`src/bounded_linked_list_engine_core_defines.svh`:
```
`ifndef BOUNDED_LINKED_LIST_ENGINE_CORE_DEFINES_SVH
`define BOUNDED_LINKED_LIST_ENGINE_CORE_DEFINES_SVH

// Same-cycle implication, reset masks the check.
`define BLL_ASSERT_NOW(label, clk, rst, ante, cons, msg) \
  label: assert property (@(posedge clk) disable iff (rst) (ante) |-> (cons)) \
    else $error(msg);

// Next-cycle implication, reset masks the check.
`define BLL_ASSERT_NEXT(label, clk, rst, ante, cons, msg) \
  label: assert property (@(posedge clk) disable iff (rst) (ante) |=> (cons)) \
    else $error(msg);

`endif

```
`src/bll_pkg.sv`:
```
`timescale 1ns / 1ps

package bll_pkg;

  localparam int CAPACITY_DEF    = 16;
  localparam int VALUE_WIDTH_DEF = 32;

  localparam int CMD_W   = 4;
  localparam int SLOT_W  = 4;
  localparam int LEN_W   = 5;
  localparam int RV_W    = 36;
  localparam int STAT_W  = 2;
  localparam int VALIN_W = 32;

  localparam logic [RV_W-1:0] RV_SAT  = 36'h7_FFFF_FFFF;
  localparam logic [RV_W-1:0] RV_NONE = '1;

  typedef enum logic [CMD_W-1:0] {
    CMD_INS_HEAD   = 4'd0,
    CMD_INS_TAIL   = 4'd1,
    CMD_INS_AFTER  = 4'd2,
    CMD_INS_BEFORE = 4'd3,
    CMD_DEL_HEAD   = 4'd4,
    CMD_DEL_TAIL   = 4'd5,
    CMD_DEL_VALUE  = 4'd6,
    CMD_CLEAR      = 4'd7,
    CMD_FIND       = 4'd8,
    CMD_MAX        = 4'd9,
    CMD_FIRST_EVEN = 4'd10,
    CMD_LAST_EVEN  = 4'd11,
    CMD_SUM_POS    = 4'd12,
    CMD_COUNT_NEG  = 4'd13,
    CMD_HAS_SQUARE = 4'd14,
    CMD_COUNT_MAX  = 4'd15
  } cmd_t;

  typedef enum logic [STAT_W-1:0] {
    ST_OK      = 2'd0,
    ST_NONE    = 2'd1,
    ST_FULL    = 2'd2,
    ST_BADSLOT = 2'd3
  } status_t;

  typedef struct packed {
    logic ready;
    logic is_square;
  } sq_stat_t;

endpackage

```
`src/bll_ram.sv`:
```
`timescale 1ns / 1ps

module bll_ram #(
  parameter int WIDTH = 8,
  parameter int DEPTH = 16
) (
  input  logic                     clk,
  input  logic                     we,
  input  logic [$clog2(DEPTH)-1:0] waddr,
  input  logic [WIDTH-1:0]         wdata,
  input  logic [$clog2(DEPTH)-1:0] raddr,
  output logic [WIDTH-1:0]         rdata
);

  logic [WIDTH-1:0] mem [DEPTH];

  always_ff @(posedge clk) begin
    if (we) begin
      mem[waddr] <= wdata;
    end
    rdata <= mem[raddr];
  end

endmodule

```
`src/bll_isqrt.sv`:
```
`timescale 1ns / 1ps

// Digit-by-digit integer square root, one result bit per cycle.
// The value is a perfect square when it is not negative and the remainder ends at zero.
module bll_isqrt #(
  parameter int VALUE_WIDTH = bll_pkg::VALUE_WIDTH_DEF
) (
  input  logic                   clk,
  input  logic                   rst,
  input  logic                   start,
  input  logic [VALUE_WIDTH-1:0] operand,
  output bll_pkg::sq_stat_t      stat
);

  localparam int NSTEP = (VALUE_WIDTH + 1) / 2;
  localparam logic [VALUE_WIDTH-1:0] BIT_TOP = VALUE_WIDTH'(1) << (2 * (NSTEP - 1));

  logic [VALUE_WIDTH-1:0] x;
  logic [VALUE_WIDTH-1:0] r;
  logic [VALUE_WIDTH-1:0] bitm;
  logic                   neg;
  logic                   run;
  logic                   ready;
  logic [VALUE_WIDTH:0]   trial;

  assign trial = {1'b0, r} + {1'b0, bitm};

  always_ff @(posedge clk) begin
    if (rst) begin
      run   <= 1'b0;
      ready <= 1'b0;
    end else if (start) begin
      run   <= 1'b1;
      ready <= 1'b0;
    end else if (run) begin
      if ((bitm >> 2) == '0) begin
        run   <= 1'b0;
        ready <= 1'b1;
      end
    end
  end

  always_ff @(posedge clk) begin
    if (start) begin
      neg  <= operand[VALUE_WIDTH-1];
      x    <= operand[VALUE_WIDTH-1] ? '0 : operand;
      r    <= '0;
      bitm <= BIT_TOP;
    end else if (run) begin
      if ({1'b0, x} >= trial) begin
        x <= VALUE_WIDTH'({1'b0, x} - trial);
        r <= (r >> 1) + bitm;
      end else begin
        r <= r >> 1;
      end
      bitm <= bitm >> 2;
    end
  end

  assign stat.ready     = ready;
  assign stat.is_square = !neg && (x == '0);

endmodule

```
`src/bounded_linked_list_engine_core.sv`:
```
`timescale 1ns / 1ps
`include "bounded_linked_list_engine_core_defines.svh"

// Channel   Handshake          Payload
// command   start / busy       command, value, node_slot
// result    done (1 cycle)     status, result_value, result_slot, list_length
//
// One command at a time; busy is high from the transfer until done.
// Clear, and commands other than inserts on an empty list, finish in S_CHECK. Walks
// (delete, find, queries) read one linked entry per cycle from the stores.
// Inserts: the free-slot scan from the lowest slot runs alongside the square-root
// unit, and S_FREE waits for both before S_INS and any S_LINK; ins_before adds a walk.
// Synchronous reset empties the list; no clearing pass. done cannot be stalled.
module bounded_linked_list_engine_core #(
  parameter int CAPACITY    = bll_pkg::CAPACITY_DEF,
  parameter int VALUE_WIDTH = bll_pkg::VALUE_WIDTH_DEF
) (
  input  logic                        clk,
  input  logic                        rst,
  input  logic                        start,
  output logic                        busy,
  input  logic [bll_pkg::CMD_W-1:0]   command,
  input  logic [bll_pkg::VALIN_W-1:0] value,
  input  logic [bll_pkg::SLOT_W-1:0]  node_slot,
  output logic                        done,
  output logic [bll_pkg::STAT_W-1:0]  status,
  output logic [bll_pkg::RV_W-1:0]    result_value,
  output logic [bll_pkg::SLOT_W-1:0]  result_slot,
  output logic [bll_pkg::LEN_W-1:0]   list_length
);

  localparam int SW  = $clog2(CAPACITY);
  localparam int CW  = $clog2(CAPACITY + 1);
  localparam int SWX = (SW > bll_pkg::SLOT_W) ? SW : bll_pkg::SLOT_W;
  localparam int CWX = (CW > bll_pkg::LEN_W) ? CW : bll_pkg::LEN_W;
  localparam int DW  = VALUE_WIDTH + 1;

  typedef enum logic [2:0] {
    S_IDLE, S_CHECK, S_QREAD, S_WALK, S_FREE, S_INS, S_LINK
  } state_t;

  state_t          state;
  bll_pkg::cmd_t   cmd_r;
  logic [VALUE_WIDTH-1:0]      val_r;
  logic [bll_pkg::SLOT_W-1:0]  q_r;

  logic [SW-1:0]        head, tail, cur, prev, lq, p, fix_slot;
  logic [CW-1:0]        count, idx;
  logic [CAPACITY-1:0]  used;
  logic                 head_mode;

  logic signed [VALUE_WIDTH-1:0] mx, ev;
  logic [SW-1:0]                 mslot, eslot;
  logic [CW-1:0]                 mhits, negs;
  logic                          have_even, sq_any;
  logic [bll_pkg::RV_W-1:0]      acc;

  // store ports
  logic [SW-1:0]  rd_addr;
  logic [DW-1:0]  d_rdata, d_wdata;
  logic           d_we;
  logic [SW-1:0]  l_rdata, l_wdata, l_waddr;
  logic           l_we;

  logic signed [VALUE_WIDTH-1:0] rval;
  logic                          rsq;
  bll_pkg::sq_stat_t             sq_stat;
  logic                          sq_start;

  logic [SWX-1:0] q_wide;
  logic [SW-1:0]  q_slot;
  logic           qbad, full, first, last, hit, del_unlink;

  logic signed [VALUE_WIDTH-1:0] mx_n, ev_n;
  logic [SW-1:0]                 mslot_n, eslot_n;
  logic [CW-1:0]                 mhits_n, negs_n;
  logic                          heven_n, sq_n, even;
  logic [bll_pkg::RV_W-1:0]      acc_n, acc_sum;

  assign q_wide = SWX'(q_r);
  assign q_slot = q_wide[SW-1:0];
  assign qbad   = !(32'(q_r) < 32'(CAPACITY)) || !used[q_slot];
  assign full   = count == CW'(CAPACITY);
  assign first  = idx == '0;
  assign last   = idx == count - CW'(1);
  assign rval   = d_rdata[VALUE_WIDTH-1:0];
  assign rsq    = d_rdata[VALUE_WIDTH];
  assign hit    = rval == val_r;
  assign even   = !rval[0];

  assign busy        = state != S_IDLE;
  assign list_length = bll_pkg::LEN_W'(CWX'(count));

  assign sq_start = (state == S_CHECK) && !full &&
    ((cmd_r == bll_pkg::CMD_INS_HEAD) || (cmd_r == bll_pkg::CMD_INS_TAIL) ||
     (((cmd_r == bll_pkg::CMD_INS_AFTER) || (cmd_r == bll_pkg::CMD_INS_BEFORE)) && !qbad));

  assign del_unlink = (state == S_WALK) && (cmd_r == bll_pkg::CMD_DEL_VALUE) && hit && !first;

  always_comb begin
    if (state == S_WALK) begin
      rd_addr = l_rdata;
    end else if ((state == S_CHECK) && (cmd_r == bll_pkg::CMD_INS_AFTER)) begin
      rd_addr = q_slot;
    end else begin
      rd_addr = head;
    end
  end

  always_comb begin
    d_we    = state == S_INS;
    d_wdata = {sq_stat.is_square, val_r};
    l_we    = 1'b0;
    l_waddr = p;
    l_wdata = '0;
    if (state == S_INS) begin
      l_we = 1'b1;
      if (head_mode) begin
        l_wdata = (count == '0) ? '0 : head;
      end else if (cmd_r == bll_pkg::CMD_INS_TAIL) begin
        l_wdata = '0;
      end else if (cmd_r == bll_pkg::CMD_INS_AFTER) begin
        l_wdata = lq;
      end else begin
        l_wdata = q_slot;
      end
    end else if (state == S_LINK) begin
      l_we    = 1'b1;
      l_waddr = fix_slot;
      l_wdata = p;
    end else if (del_unlink) begin
      l_we    = 1'b1;
      l_waddr = prev;
      l_wdata = l_rdata;
    end
  end

  // running query values with the current node folded in
  always_comb begin
    if (first || (rval > mx)) begin
      mx_n    = rval;
      mslot_n = cur;
      mhits_n = CW'(1);
    end else begin
      mx_n    = mx;
      mslot_n = mslot;
      mhits_n = mhits + CW'(rval == mx);
    end
    heven_n = (!first && have_even) || even;
    ev_n    = ev;
    eslot_n = eslot;
    if (even && (first || !have_even || (cmd_r == bll_pkg::CMD_LAST_EVEN))) begin
      ev_n    = rval;
      eslot_n = cur;
    end
    acc_sum = (first ? '0 : acc) +
              ((rval > 0) ? bll_pkg::RV_W'(unsigned'(rval)) : '0);
    acc_n   = (acc_sum > bll_pkg::RV_SAT) ? bll_pkg::RV_SAT : acc_sum;
    negs_n  = (first ? '0 : negs) + CW'(rval < 0);
    sq_n    = (!first && sq_any) || rsq;
  end

  bll_ram #(.WIDTH(DW), .DEPTH(CAPACITY)) u_data_ram (
    .clk   (clk),
    .we    (d_we),
    .waddr (p),
    .wdata (d_wdata),
    .raddr (rd_addr),
    .rdata (d_rdata)
  );

  bll_ram #(.WIDTH(SW), .DEPTH(CAPACITY)) u_link_ram (
    .clk   (clk),
    .we    (l_we),
    .waddr (l_waddr),
    .wdata (l_wdata),
    .raddr (rd_addr),
    .rdata (l_rdata)
  );

  bll_isqrt #(.VALUE_WIDTH(VALUE_WIDTH)) u_isqrt (
    .clk     (clk),
    .rst     (rst),
    .start   (sq_start),
    .operand (val_r),
    .stat    (sq_stat)
  );

  always_ff @(posedge clk) begin
    if (rst) begin
      state     <= S_IDLE;
      done      <= 1'b0;
      head      <= '0;
      tail      <= '0;
      count     <= '0;
      used      <= '0;
      head_mode <= 1'b0;
    end else begin
      done <= 1'b0;
      unique case (state)
        S_IDLE: begin
          if (start) begin
            cmd_r <= bll_pkg::cmd_t'(command);
            val_r <= value[VALUE_WIDTH-1:0];
            q_r   <= node_slot;
            state <= S_CHECK;
          end
        end

        S_CHECK: begin
          cur          <= head;
          idx          <= '0;
          p            <= '0;
          head_mode    <= cmd_r == bll_pkg::CMD_INS_HEAD;
          result_value <= '0;
          result_slot  <= '0;
          status       <= bll_pkg::ST_OK;
          unique case (cmd_r)
            bll_pkg::CMD_INS_HEAD, bll_pkg::CMD_INS_TAIL: begin
              if (full) begin
                status <= bll_pkg::ST_FULL;
                done   <= 1'b1;
                state  <= S_IDLE;
              end else begin
                state <= S_FREE;
              end
            end
            bll_pkg::CMD_INS_AFTER, bll_pkg::CMD_INS_BEFORE: begin
              if (qbad) begin
                status <= bll_pkg::ST_BADSLOT;
                done   <= 1'b1;
                state  <= S_IDLE;
              end else if (full) begin
                status <= bll_pkg::ST_FULL;
                done   <= 1'b1;
                state  <= S_IDLE;
              end else if (cmd_r == bll_pkg::CMD_INS_AFTER) begin
                state <= S_QREAD;
              end else if (q_slot == head) begin
                head_mode <= 1'b1;
                state     <= S_FREE;
              end else begin
                state <= S_WALK;
              end
            end
            bll_pkg::CMD_CLEAR: begin
              used  <= '0;
              head  <= '0;
              tail  <= '0;
              count <= '0;
              done  <= 1'b1;
              state <= S_IDLE;
            end
            bll_pkg::CMD_DEL_HEAD, bll_pkg::CMD_DEL_TAIL, bll_pkg::CMD_DEL_VALUE,
            bll_pkg::CMD_FIND: begin
              if (count == '0) begin
                status <= bll_pkg::ST_NONE;
                done   <= 1'b1;
                state  <= S_IDLE;
              end else if ((cmd_r == bll_pkg::CMD_DEL_TAIL) && (count == CW'(1))) begin
                used[head]  <= 1'b0;
                result_slot <= bll_pkg::SLOT_W'(SWX'(tail));
                head        <= '0;
                tail        <= '0;
                count       <= '0;
                done        <= 1'b1;
                state       <= S_IDLE;
              end else begin
                state <= S_WALK;
              end
            end
            bll_pkg::CMD_MAX, bll_pkg::CMD_FIRST_EVEN, bll_pkg::CMD_LAST_EVEN,
            bll_pkg::CMD_SUM_POS, bll_pkg::CMD_COUNT_NEG, bll_pkg::CMD_HAS_SQUARE,
            bll_pkg::CMD_COUNT_MAX: begin
              if (count == '0) begin
                if ((cmd_r == bll_pkg::CMD_MAX) || (cmd_r == bll_pkg::CMD_FIRST_EVEN) ||
                    (cmd_r == bll_pkg::CMD_LAST_EVEN)) begin
                  status       <= bll_pkg::ST_NONE;
                  result_value <= bll_pkg::RV_NONE;
                end else if (cmd_r == bll_pkg::CMD_COUNT_MAX) begin
                  status <= bll_pkg::ST_NONE;
                end
                done  <= 1'b1;
                state <= S_IDLE;
              end else begin
                state <= S_WALK;
              end
            end
          endcase
        end

        S_QREAD: begin
          lq    <= l_rdata;
          state <= S_FREE;
        end

        S_WALK: begin
          // advance by default; the finishing arms override state
          cur <= l_rdata;
          idx <= idx + CW'(1);
          unique case (cmd_r)
            bll_pkg::CMD_INS_BEFORE: begin
              if (l_rdata == q_slot) begin
                prev  <= cur;
                state <= S_FREE;
              end else if (idx == count - CW'(2)) begin
                status <= bll_pkg::ST_BADSLOT;
                done   <= 1'b1;
                state  <= S_IDLE;
              end
            end
            bll_pkg::CMD_DEL_HEAD: begin
              used[cur]   <= 1'b0;
              count       <= count - CW'(1);
              head        <= (count == CW'(1)) ? '0 : l_rdata;
              tail        <= (count == CW'(1)) ? '0 : tail;
              result_slot <= bll_pkg::SLOT_W'(SWX'(cur));
              done        <= 1'b1;
              state       <= S_IDLE;
            end
            bll_pkg::CMD_DEL_TAIL: begin
              if (idx == count - CW'(2)) begin
                used[tail]  <= 1'b0;
                tail        <= cur;
                count       <= count - CW'(1);
                result_slot <= bll_pkg::SLOT_W'(SWX'(tail));
                done        <= 1'b1;
                state       <= S_IDLE;
              end
            end
            bll_pkg::CMD_DEL_VALUE, bll_pkg::CMD_FIND: begin
              if (hit) begin
                result_slot <= bll_pkg::SLOT_W'(SWX'(cur));
                done        <= 1'b1;
                state       <= S_IDLE;
                if (cmd_r == bll_pkg::CMD_DEL_VALUE) begin
                  used[cur] <= 1'b0;
                  count     <= count - CW'(1);
                  if (first) begin
                    head <= (count == CW'(1)) ? '0 : l_rdata;
                    tail <= (count == CW'(1)) ? '0 : tail;
                  end else if (cur == tail) begin
                    tail <= prev;
                  end
                end
              end else if (last) begin
                status <= bll_pkg::ST_NONE;
                done   <= 1'b1;
                state  <= S_IDLE;
              end else begin
                prev <= cur;
              end
            end
            bll_pkg::CMD_INS_HEAD, bll_pkg::CMD_INS_TAIL, bll_pkg::CMD_INS_AFTER,
            bll_pkg::CMD_CLEAR: begin
              state <= S_IDLE;
            end
            bll_pkg::CMD_MAX, bll_pkg::CMD_FIRST_EVEN, bll_pkg::CMD_LAST_EVEN,
            bll_pkg::CMD_SUM_POS, bll_pkg::CMD_COUNT_NEG, bll_pkg::CMD_HAS_SQUARE,
            bll_pkg::CMD_COUNT_MAX: begin
              mx        <= mx_n;
              mslot     <= mslot_n;
              mhits     <= mhits_n;
              ev        <= ev_n;
              eslot     <= eslot_n;
              have_even <= heven_n;
              acc       <= acc_n;
              negs      <= negs_n;
              sq_any    <= sq_n;
              if (last) begin
                done  <= 1'b1;
                state <= S_IDLE;
                unique case (cmd_r)
                  bll_pkg::CMD_MAX: begin
                    result_value <= bll_pkg::RV_W'(mx_n);
                    result_slot  <= bll_pkg::SLOT_W'(SWX'(mslot_n));
                  end
                  bll_pkg::CMD_FIRST_EVEN, bll_pkg::CMD_LAST_EVEN: begin
                    if (heven_n) begin
                      result_value <= bll_pkg::RV_W'(ev_n);
                      result_slot  <= bll_pkg::SLOT_W'(SWX'(eslot_n));
                    end else begin
                      status       <= bll_pkg::ST_NONE;
                      result_value <= bll_pkg::RV_NONE;
                    end
                  end
                  bll_pkg::CMD_SUM_POS:    result_value <= acc_n;
                  bll_pkg::CMD_COUNT_NEG:  result_value <= bll_pkg::RV_W'(negs_n);
                  bll_pkg::CMD_HAS_SQUARE: result_value <= bll_pkg::RV_W'(sq_n);
                  default:                 result_value <= bll_pkg::RV_W'(mhits_n);
                endcase
              end
            end
          endcase
        end

        S_FREE: begin
          // hold p on the lowest free slot until the square flag is ready
          if (used[p]) begin
            p <= p + SW'(1);
          end else if (sq_stat.ready) begin
            state <= S_INS;
          end
        end

        S_INS: begin
          used[p]     <= 1'b1;
          count       <= count + CW'(1);
          result_slot <= bll_pkg::SLOT_W'(SWX'(p));
          if (head_mode) begin
            head <= p;
            if (count == '0) begin
              tail <= p;
            end
            done  <= 1'b1;
            state <= S_IDLE;
          end else if (cmd_r == bll_pkg::CMD_INS_TAIL) begin
            tail     <= p;
            fix_slot <= tail;
            if (count == '0) begin
              head  <= p;
              done  <= 1'b1;
              state <= S_IDLE;
            end else begin
              state <= S_LINK;
            end
          end else if (cmd_r == bll_pkg::CMD_INS_AFTER) begin
            fix_slot <= q_slot;
            if (q_slot == tail) begin
              tail <= p;
            end
            state <= S_LINK;
          end else begin
            fix_slot <= prev;
            state    <= S_LINK;
          end
        end

        S_LINK: begin
          done  <= 1'b1;
          state <= S_IDLE;
        end

        default: state <= S_IDLE;
      endcase
    end
  end

  `BLL_ASSERT_NOW(a_count_cap, clk, rst, 1'b1, count <= CW'(CAPACITY), "count exceeds capacity")
  `BLL_ASSERT_NOW(a_empty_ptrs, clk, rst, count == '0, (head | tail) == '0, "stale pointers")
  `BLL_ASSERT_NEXT(a_start_busy, clk, rst, start && !busy, busy, "accepted command not busy")
  `BLL_ASSERT_NOW(a_done_after, clk, rst, done, !busy && $past(busy), "result without command")

endmodule

```
`config.mk`:
```
export PLATFORM = sky130hd
export DESIGN_NAME = bounded_linked_list_engine_core
export DESIGN_NICKNAME = d
export VERILOG_FILES = /design/src/bll_pkg.sv /design/src/bll_ram.sv /design/src/bll_isqrt.sv /design/src/bounded_linked_list_engine_core.sv
export VERILOG_INCLUDE_DIRS = /design/src /design/src/src
export SDC_FILE = /design/constraint.sdc
export NUM_CORES = 2
export LEC_CHECK = 0
export BUFFER_PORTS_ARGS = -buffer_cell sky130_fd_sc_hd__buf_2
export CORE_UTILIZATION = 61
export CTS_CLUSTER_SIZE = 8
export DETAILED_ROUTE_END_ITERATION = 16
export HOLD_SLACK_MARGIN = 0.05
export MAX_ROUTING_LAYER = met4
export PLACE_DENSITY_LB_ADDON = 0.2
export SLEW_MARGIN = 10
export SYNTH_ARGS = -nofsm -noshare
export SYNTH_HDL_FRONTEND = slang
export SYNTH_SLANG_ARGS = --single-unit
```
`constraint.sdc`:
```
create_clock -name clk -period 16.8 [get_ports clk]
set_input_delay 0.84 -clock clk [delete_from_list [all_inputs] [get_ports clk]]
set_output_delay 0.84 -clock clk [all_outputs]
set_load 0.05 [all_outputs]
```
=== Word-level counts from Yosys, hierarchy flattened ===
Memories as Yosys holds them, arrays and structs flattened. A register that Yosys moved wholly into a read port is not among the register bits.
Cells that the tools add are included.
W data, S select, Z words.

* Flip-flop bits (word level): 344
* Memory bits (writable): 592
* Input bits: 43
* Output and inout bits: 49
* Word-level logic and storage cells: 376
* Memories: 2

* Add/sub/neg operators: 11
* $lt $le $gt $ge: 14
* Eq/ne operators: 66
* Mux-type cells: 172
* Bitwise gates (word level): 9
* Reduce and logical (&&, ||, !) cells: 68

{| class="wikitable"
|+ Memory list
! name !! depth !! width !! rd ports !! clocked after Yosys merged registers in !! wr ports !! line !! text
|-
| u_data_ram.mem || 16 || 33 || 1 || 1 || 1 || bll_ram.sv:15 || <nowiki>logic [WIDTH-1:0] mem [DEPTH];</nowiki>
|-
| u_link_ram.mem || 16 || 4 || 1 || 1 || 1 || bll_ram.sv:15 ||
|}

{| class="wikitable"
|+ Operators by type and width
! operator !! number
|-
| $mux W36 || 8
|-
| $mux W32 || 7
|-
| $mux W4 || 46
|-
| $pmux W36 S5 || 1
|-
| $pmux W16 S3 || 2
|-
| $mux W16 || 5
|-
| $pmux W36 S2 || 1
|-
| $eq A32 B32 Y1 || 2
|-
| $logic_not A32 Y1 || 2
|-
| $and A16 B16 Y16 || 3
|-
| $not A16 Y16 || 3
|-
| $pmux W4 S2 || 6
|-
| $pmux W4 S3 || 4
|-
| $mux W3 || 15
|-
| $add A36 B32 Y36 || 1
|-
| $gt A36 B35 Y1 const B || 1
|-
| $mux W1 || 36
|-
| $mux W5 || 7
|-
| $add A32 B31 Y33 || 1
|-
| $ge A32 B33 Y1 || 1
|-
| $ne A3 B3 Y1 const B || 11
|-
| $add A31 B31 Y32 || 1
|-
| $eq A4 B4 Y1 const B || 8
|-
| $gt A32 B1 Y1 const B || 1
|-
| other kinds (64) || 167
|}

=== Logic depth before layout (Yosys ltp) ===
* Word-level depth: 10
* Depth in mapped cells: 23
* Depth with buffers taken out: 21

=== Modules after synthesis ===
Synthesis repeated with hierarchy kept, for this count alone.

* Cells, all modules: 3546
* Area total of the unflattened synthesis: 47297.9 um2

{| class="wikitable"
|+ By module, submodules not included
! module !! times used !! cells each !! area an instance (um2) !! seq. area each (um2)
|-
| bll_ram (u_data_ram) || 1 || 864 || 20631.0 || 16515.8
|-
| bounded_linked_list_engine_core || 1 || 1722 || 16878.7 || 7497.2
|-
| bll_isqrt || 1 || 830 || 7121.8 || 1991.9
|-
| bll_ram (u_link_ram) || 1 || 130 || 2666.3 || 2001.9
|}

=== Least setup slack after synthesis ===
No wires, ideal clock.

* Path type: register to register
* Start point: register state[1]
* End point: register acc[0] (netlist name), enable pin
* Setup time: 0.746 ns
* Arrival time: 9.384 ns
* Required time: 16.054 ns
* Path slack: 6.670 ns
* Cell stages (with the launch flop): 6
* Path buffers: 3
* Period minus slack after synthesis: 10.130 ns
* Cell sequence: dfxtp_1 > clkbuf_1 > nand2_1 > clkbuf_1 > clkbuf_1 > nor3_1

* Cells in the longest elaborated chain, start to end: 2

{| class="wikitable"
|+ RTL lines
! what !! line !! text
|-
| from (decl) || bounded_linked_list_engine_core.sv:42 || <nowiki>state_t state;</nowiki>
|-
| from (signal assigned) || bounded_linked_list_engine_core.sv:191 || <nowiki>state <= S_IDLE;</nowiki>
|-
| from (signal assigned) || bounded_linked_list_engine_core.sv:206 || <nowiki>state <= S_CHECK;</nowiki>
|-
| from (signal assigned) || bounded_linked_list_engine_core.sv:223 || <nowiki>state <= S_IDLE;</nowiki>
|-
| $eq A3 B2 Y1 || bounded_linked_list_engine_core.sv:200 || <nowiki>unique case (state)</nowiki>
|-
| $reduce_and A3 Y1 (no line) || - ||
|-
| to (signal assigned) || bounded_linked_list_engine_core.sv:367 || <nowiki>acc <= acc_n;</nowiki>
|-
| to (decl) || bounded_linked_list_engine_core.sv:56 || <nowiki>logic [bll_pkg::RV_W-1:0] acc;</nowiki>
|}

Every way passes these cells.
A chain may end at the register's enable or synchronous reset.

=== Final worst setup path ===
* Start point: register u_isqrt.bitm[2]
* End point: register u_isqrt.x[3], enable pin

* Cells in the longest elaborated chain, start to end: 4

{| class="wikitable"
|+ RTL lines
! what !! line !! text
|-
| from (decl) || bll_isqrt.sv:20 || <nowiki>logic [VALUE_WIDTH-1:0] bitm;</nowiki>
|-
| from (signal assigned) || bll_isqrt.sv:56 || <nowiki>bitm <= bitm >> 2;</nowiki>
|-
| $add A32 B31 Y33 || bll_isqrt.sv:26 || <nowiki>assign trial = {1'b0, r} + {1'b0, bitm};</nowiki>
|-
| $ge A32 B33 Y1 || bll_isqrt.sv:50 || <nowiki>if ({1'b0, x} >= trial) begin</nowiki>
|-
| $reduce_bool A2 Y1 (no line) || - ||
|-
| $reduce_and A2 Y1 (no line) || - ||
|-
| to (signal assigned) || bll_isqrt.sv:46 || <nowiki>x <= operand[VALUE_WIDTH-1] ? '0 : operand;</nowiki>
|-
| to (signal assigned) || bll_isqrt.sv:51 || <nowiki>x <= VALUE_WIDTH'({1'b0, x} - trial);</nowiki>
|-
| to (decl) || bll_isqrt.sv:18 || <nowiki>logic [VALUE_WIDTH-1:0] x;</nowiki>
|}

Every way passes these cells.

==> flow_metrics.env <==
export IMPL_drv_slew=0
export IMPL_die_h_um=280
export IMPL_via_per_inst=6.76
export IMPL_synthArstFlopShare_pct=0
export IMPL_synth_edf_count=852
export IMPL_antenna_found_initial=6
export IMPL_clockBufferDepth=3
export IMPL_cts_tree="done"
export IMPL_cellPowerDensity_nw_per_um2=115
export IMPL_fillerInstances=5127
export IMPL_dp_hpwl_um=79100
export IMPL_critical_path_class="flip-flop to flip-flop"
export IMPL_fin_crit_sh_pct=37.3
export IMPL_grt_pass1_vias=31500
export IMPL_multi_input_area_um2=18300
export IMPL_ios=92
export IMPL_syn_area_um2=47200
export IMPL_start_util_pct=61.9
export IMPL_setup_tns_ns=0
export IMPL_first_iter_violations=4180
export IMPL_syn_instance_count=3524
export IMPL_place_ws_ns=10.61
export IMPL_setup_viol=0
export IMPL_routed_wirelength_um=130000
export IMPL_synth_top_area_cell="edfxtp_1"
export IMPL_root_buffer="clkbuf_16"
export IMPL_die_area_um2=78400
export IMPL_relSlewSlack_pct=20.1
export IMPL_wl_per_cell_um=27.5
export IMPL_vias=31900
export IMPL_synthFlopType="edfxtp_1"
export IMPL_cp_end_kind="flip-flop"
export IMPL_post_cts_setup_buffers=0
export IMPL_ys_seq_area_share_pct=59.4
export IMPL_worstPathRequired_ns=17.16
export IMPL_crit_fanout=32
export IMPL_grt_start_max_net_pins=141
export IMPL_rsz0062_at_grt="no"
export IMPL_fmax_mhz=159
export IMPL_drive_gt1_share_pct=16.4
export IMPL_synth_top_area_share_pct=54.3
export IMPL_nNetsFinal=3809
export IMPL_coreArea_um2=76200
export IMPL_hold_class="input port to flip-flop"
export IMPL_synth_common_cells="852 x edfxtp_1, 250 x nor2_1, 205 x nand2_1"
export IMPL_synthTopCellsByArea="edfxtp_1 54%, mux4_2 7.5%, dfxtp_1 5.1%, ha_1 3.9%, nor2_1 2.0%"
export IMPL_clkSinkCount=973
export IMPL_firstDrtPassIters=8
export IMPL_synth_most_common_cell="edfxtp_1"
export IMPL_status="complete, no violations"
export IMPL_insertion_delay_ns=0.77
export IMPL_cts_resized=0
export IMPL_groute_usage_overall_pct=34.4
export IMPL_finalClockSkew_ns=0.0665
export IMPL_hold_ws_ns=0.254
export IMPL_cts_hold_fix_buffers=0
export IMPL_yosys_warnings=0
export IMPL_place_area_um2=48800
export IMPL_port_buffers=91
export IMPL_setup_ws_ns=10.53
export IMPL_cts_made_buffers=140
export IMPL_ff_latch_area_um2=28000
export IMPL_min_period_ns=6.27
export IMPL_startpoint_type="flip-flop"
export IMPL_remaining_drc_errors=0
export IMPL_rows=101
export IMPL_clk_pin_slew_worst_paths_ns=0.06
export IMPL_grt_first_pass_wirelength_um=195000
export IMPL_syn_to_final_growth_pct=12.3
export IMPL_synth_avg_cell_area_um2=13.4
export IMPL_final_area_um2=52900
export IMPL_die_w_um=280
export IMPL_synth_seq_cells=973
export IMPL_htreeDepth=4
export IMPL_final_hold_viol_count=0
export IMPL_p_leak_nw=17.7
export IMPL_finalPower_mw=6.07
export IMPL_grt_overflow_total=0
export IMPL_routabilityCongestion=0.962
export IMPL_tightest_slew_ns=1.20
export IMPL_crit_arrival_ns=6.64
export IMPL_ant_nets=0
export IMPL_maxCapViolations=0
export IMPL_ir_drop_v=0.0000997
export IMPL_synth_cell_types=89
-- cell usage in the layout (no fill, tap or decap), types with 13 or more instances in the layout --
cell and count:
a2111o_1 13, a211oi_1 78, a21o_1 54, a21oi_1 169, a311oi_1 21, a31oi_1 40
and2_1 77, and3_1 15, buf_2 91, buf_4 52, clkbuf_1 53, clkbuf_16 140
dfxtp_1 120, edfxtp_1 852, ha_1 146, inv_1 89, mux2_2 66, mux2i_1 67
mux4_2 158, nand2_1 205, nand2b_1 31, nand3_1 60, nand3b_1 35, nand4_1 45
nor2_1 237, nor2_4 14, nor2b_1 54, nor3_1 52, nor4_1 28, o211ai_1 35
o21a_1 14, o21ai_0 112, o21bai_1 15, o221ai_1 23, xnor2_1 99, xor2_1 78
-- flip-flops by register name (all words and copies together), names as in the netlist, 5 cells and up --
signal	cells
acc	36
ev	32
idx	5
list_length	5
mhits	5
mx	32
negs	5
result_value	36
u_data_ram.mem	528
u_data_ram.rdata	33
u_isqrt.bitm	16
u_isqrt.r	32
u_isqrt.x	32
u_link_ram.mem	64
used	16
val_r	32
-- logic make-up (layout without fill, tap and decap cells) --
logic type / Yosys count / after routing / share of synthesized area (%)
AND/OR/NAND/NOR: 913 / 913 / 9.65
adder cells (fa/ha/maj): 148 / 148 / 3.96
other: 1 / 6 / 0.00795
buffers and inverters: 285 / 446 / 2.41
flip-flops: 973 / 973 / 59.4
multiplexers: 294 / 294 / 10.6
XOR/XNOR: 177 / 177 / 3.29
AO/OA/AOI/OAI: 733 / 733 / 10.7
-- stage by stage --
stage	util [%]	instances
3_5_place_dp	64.0	4506
2_1_floorplan	-	3525
3_3_place_gp	64.0	4506
4_1_cts	69.4	4716
6_report	69.5	4720
5_1_grt	69.5	4719
-- worst max-delay path, stage by stage (launching register included) --
cell      delay, ns
dfxtp_1        0.43
ha_1           0.31
a31oi_1        0.27
o21bai_1       0.16
a31oi_1        0.46
o31ai_1        0.20
a31oi_1        0.27
nor2_1         0.07
nor2_1         0.11
xor2_1         0.08
ha_1           0.37
and4_1         0.23
and3_1         0.18
and3_1         0.15
a221o_1        0.25
a31oi_1        0.18
o21ai_0        0.67
nand2_1        0.76
o21ai_2        0.32
buf_4          0.42
-- path summary, 6_finish.rpt --
kind | startpoint | endpoint | slack [ns] | cells past startpoint
max reg2reg | u_isqrt.bitm[2]$_SDFFE_PP0P_ | u_isqrt.x[3]$_DFFE_PP_ | 10.53 | 19
min | value[19] | val_r[19]$_DFFE_PP_ | 0.25 | 1
max | u_isqrt.bitm[2]$_SDFFE_PP0P_ | u_isqrt.x[3]$_DFFE_PP_ | 10.53 | 19
min reg2reg | u_data_ram.rdata[32]$_DFF_P_ | sq_any$_DFFE_PP_ | 0.51 | 1
-- power breakdown --
group	switching (mW)	internal (mW)	leakage, nW
logic	0.368	0.258	7.23
registers	0.104	2.69	8.53
clock network	1.10	1.55	1.97
-- layer usage --
metal / track usage (%) / part of all wire [%] / up-vias
li1: - / - / 13900
met1: 46.1 / 40 / 15900
met2: 53.3 / 47 / 1869
met3: 6.49 / 9.8 / 284
met4: 11.4 / 2.9 / 0
met5: - / 0 / -
-- area by class of cell --
cell class / count / area share (%)
tap: 1030 / 2.43
timing repair buffer: 145 / 1.67
sequential: 973 / 52.9
multi-input combinational: 2267 / 34.5
inverter: 91 / 0.645
clock inverter: 16 / 0.811
antenna: 4 / 0.0189
clock buffer: 194 / 7.02
Note: power is estimated with default switching activity, not from simulation.
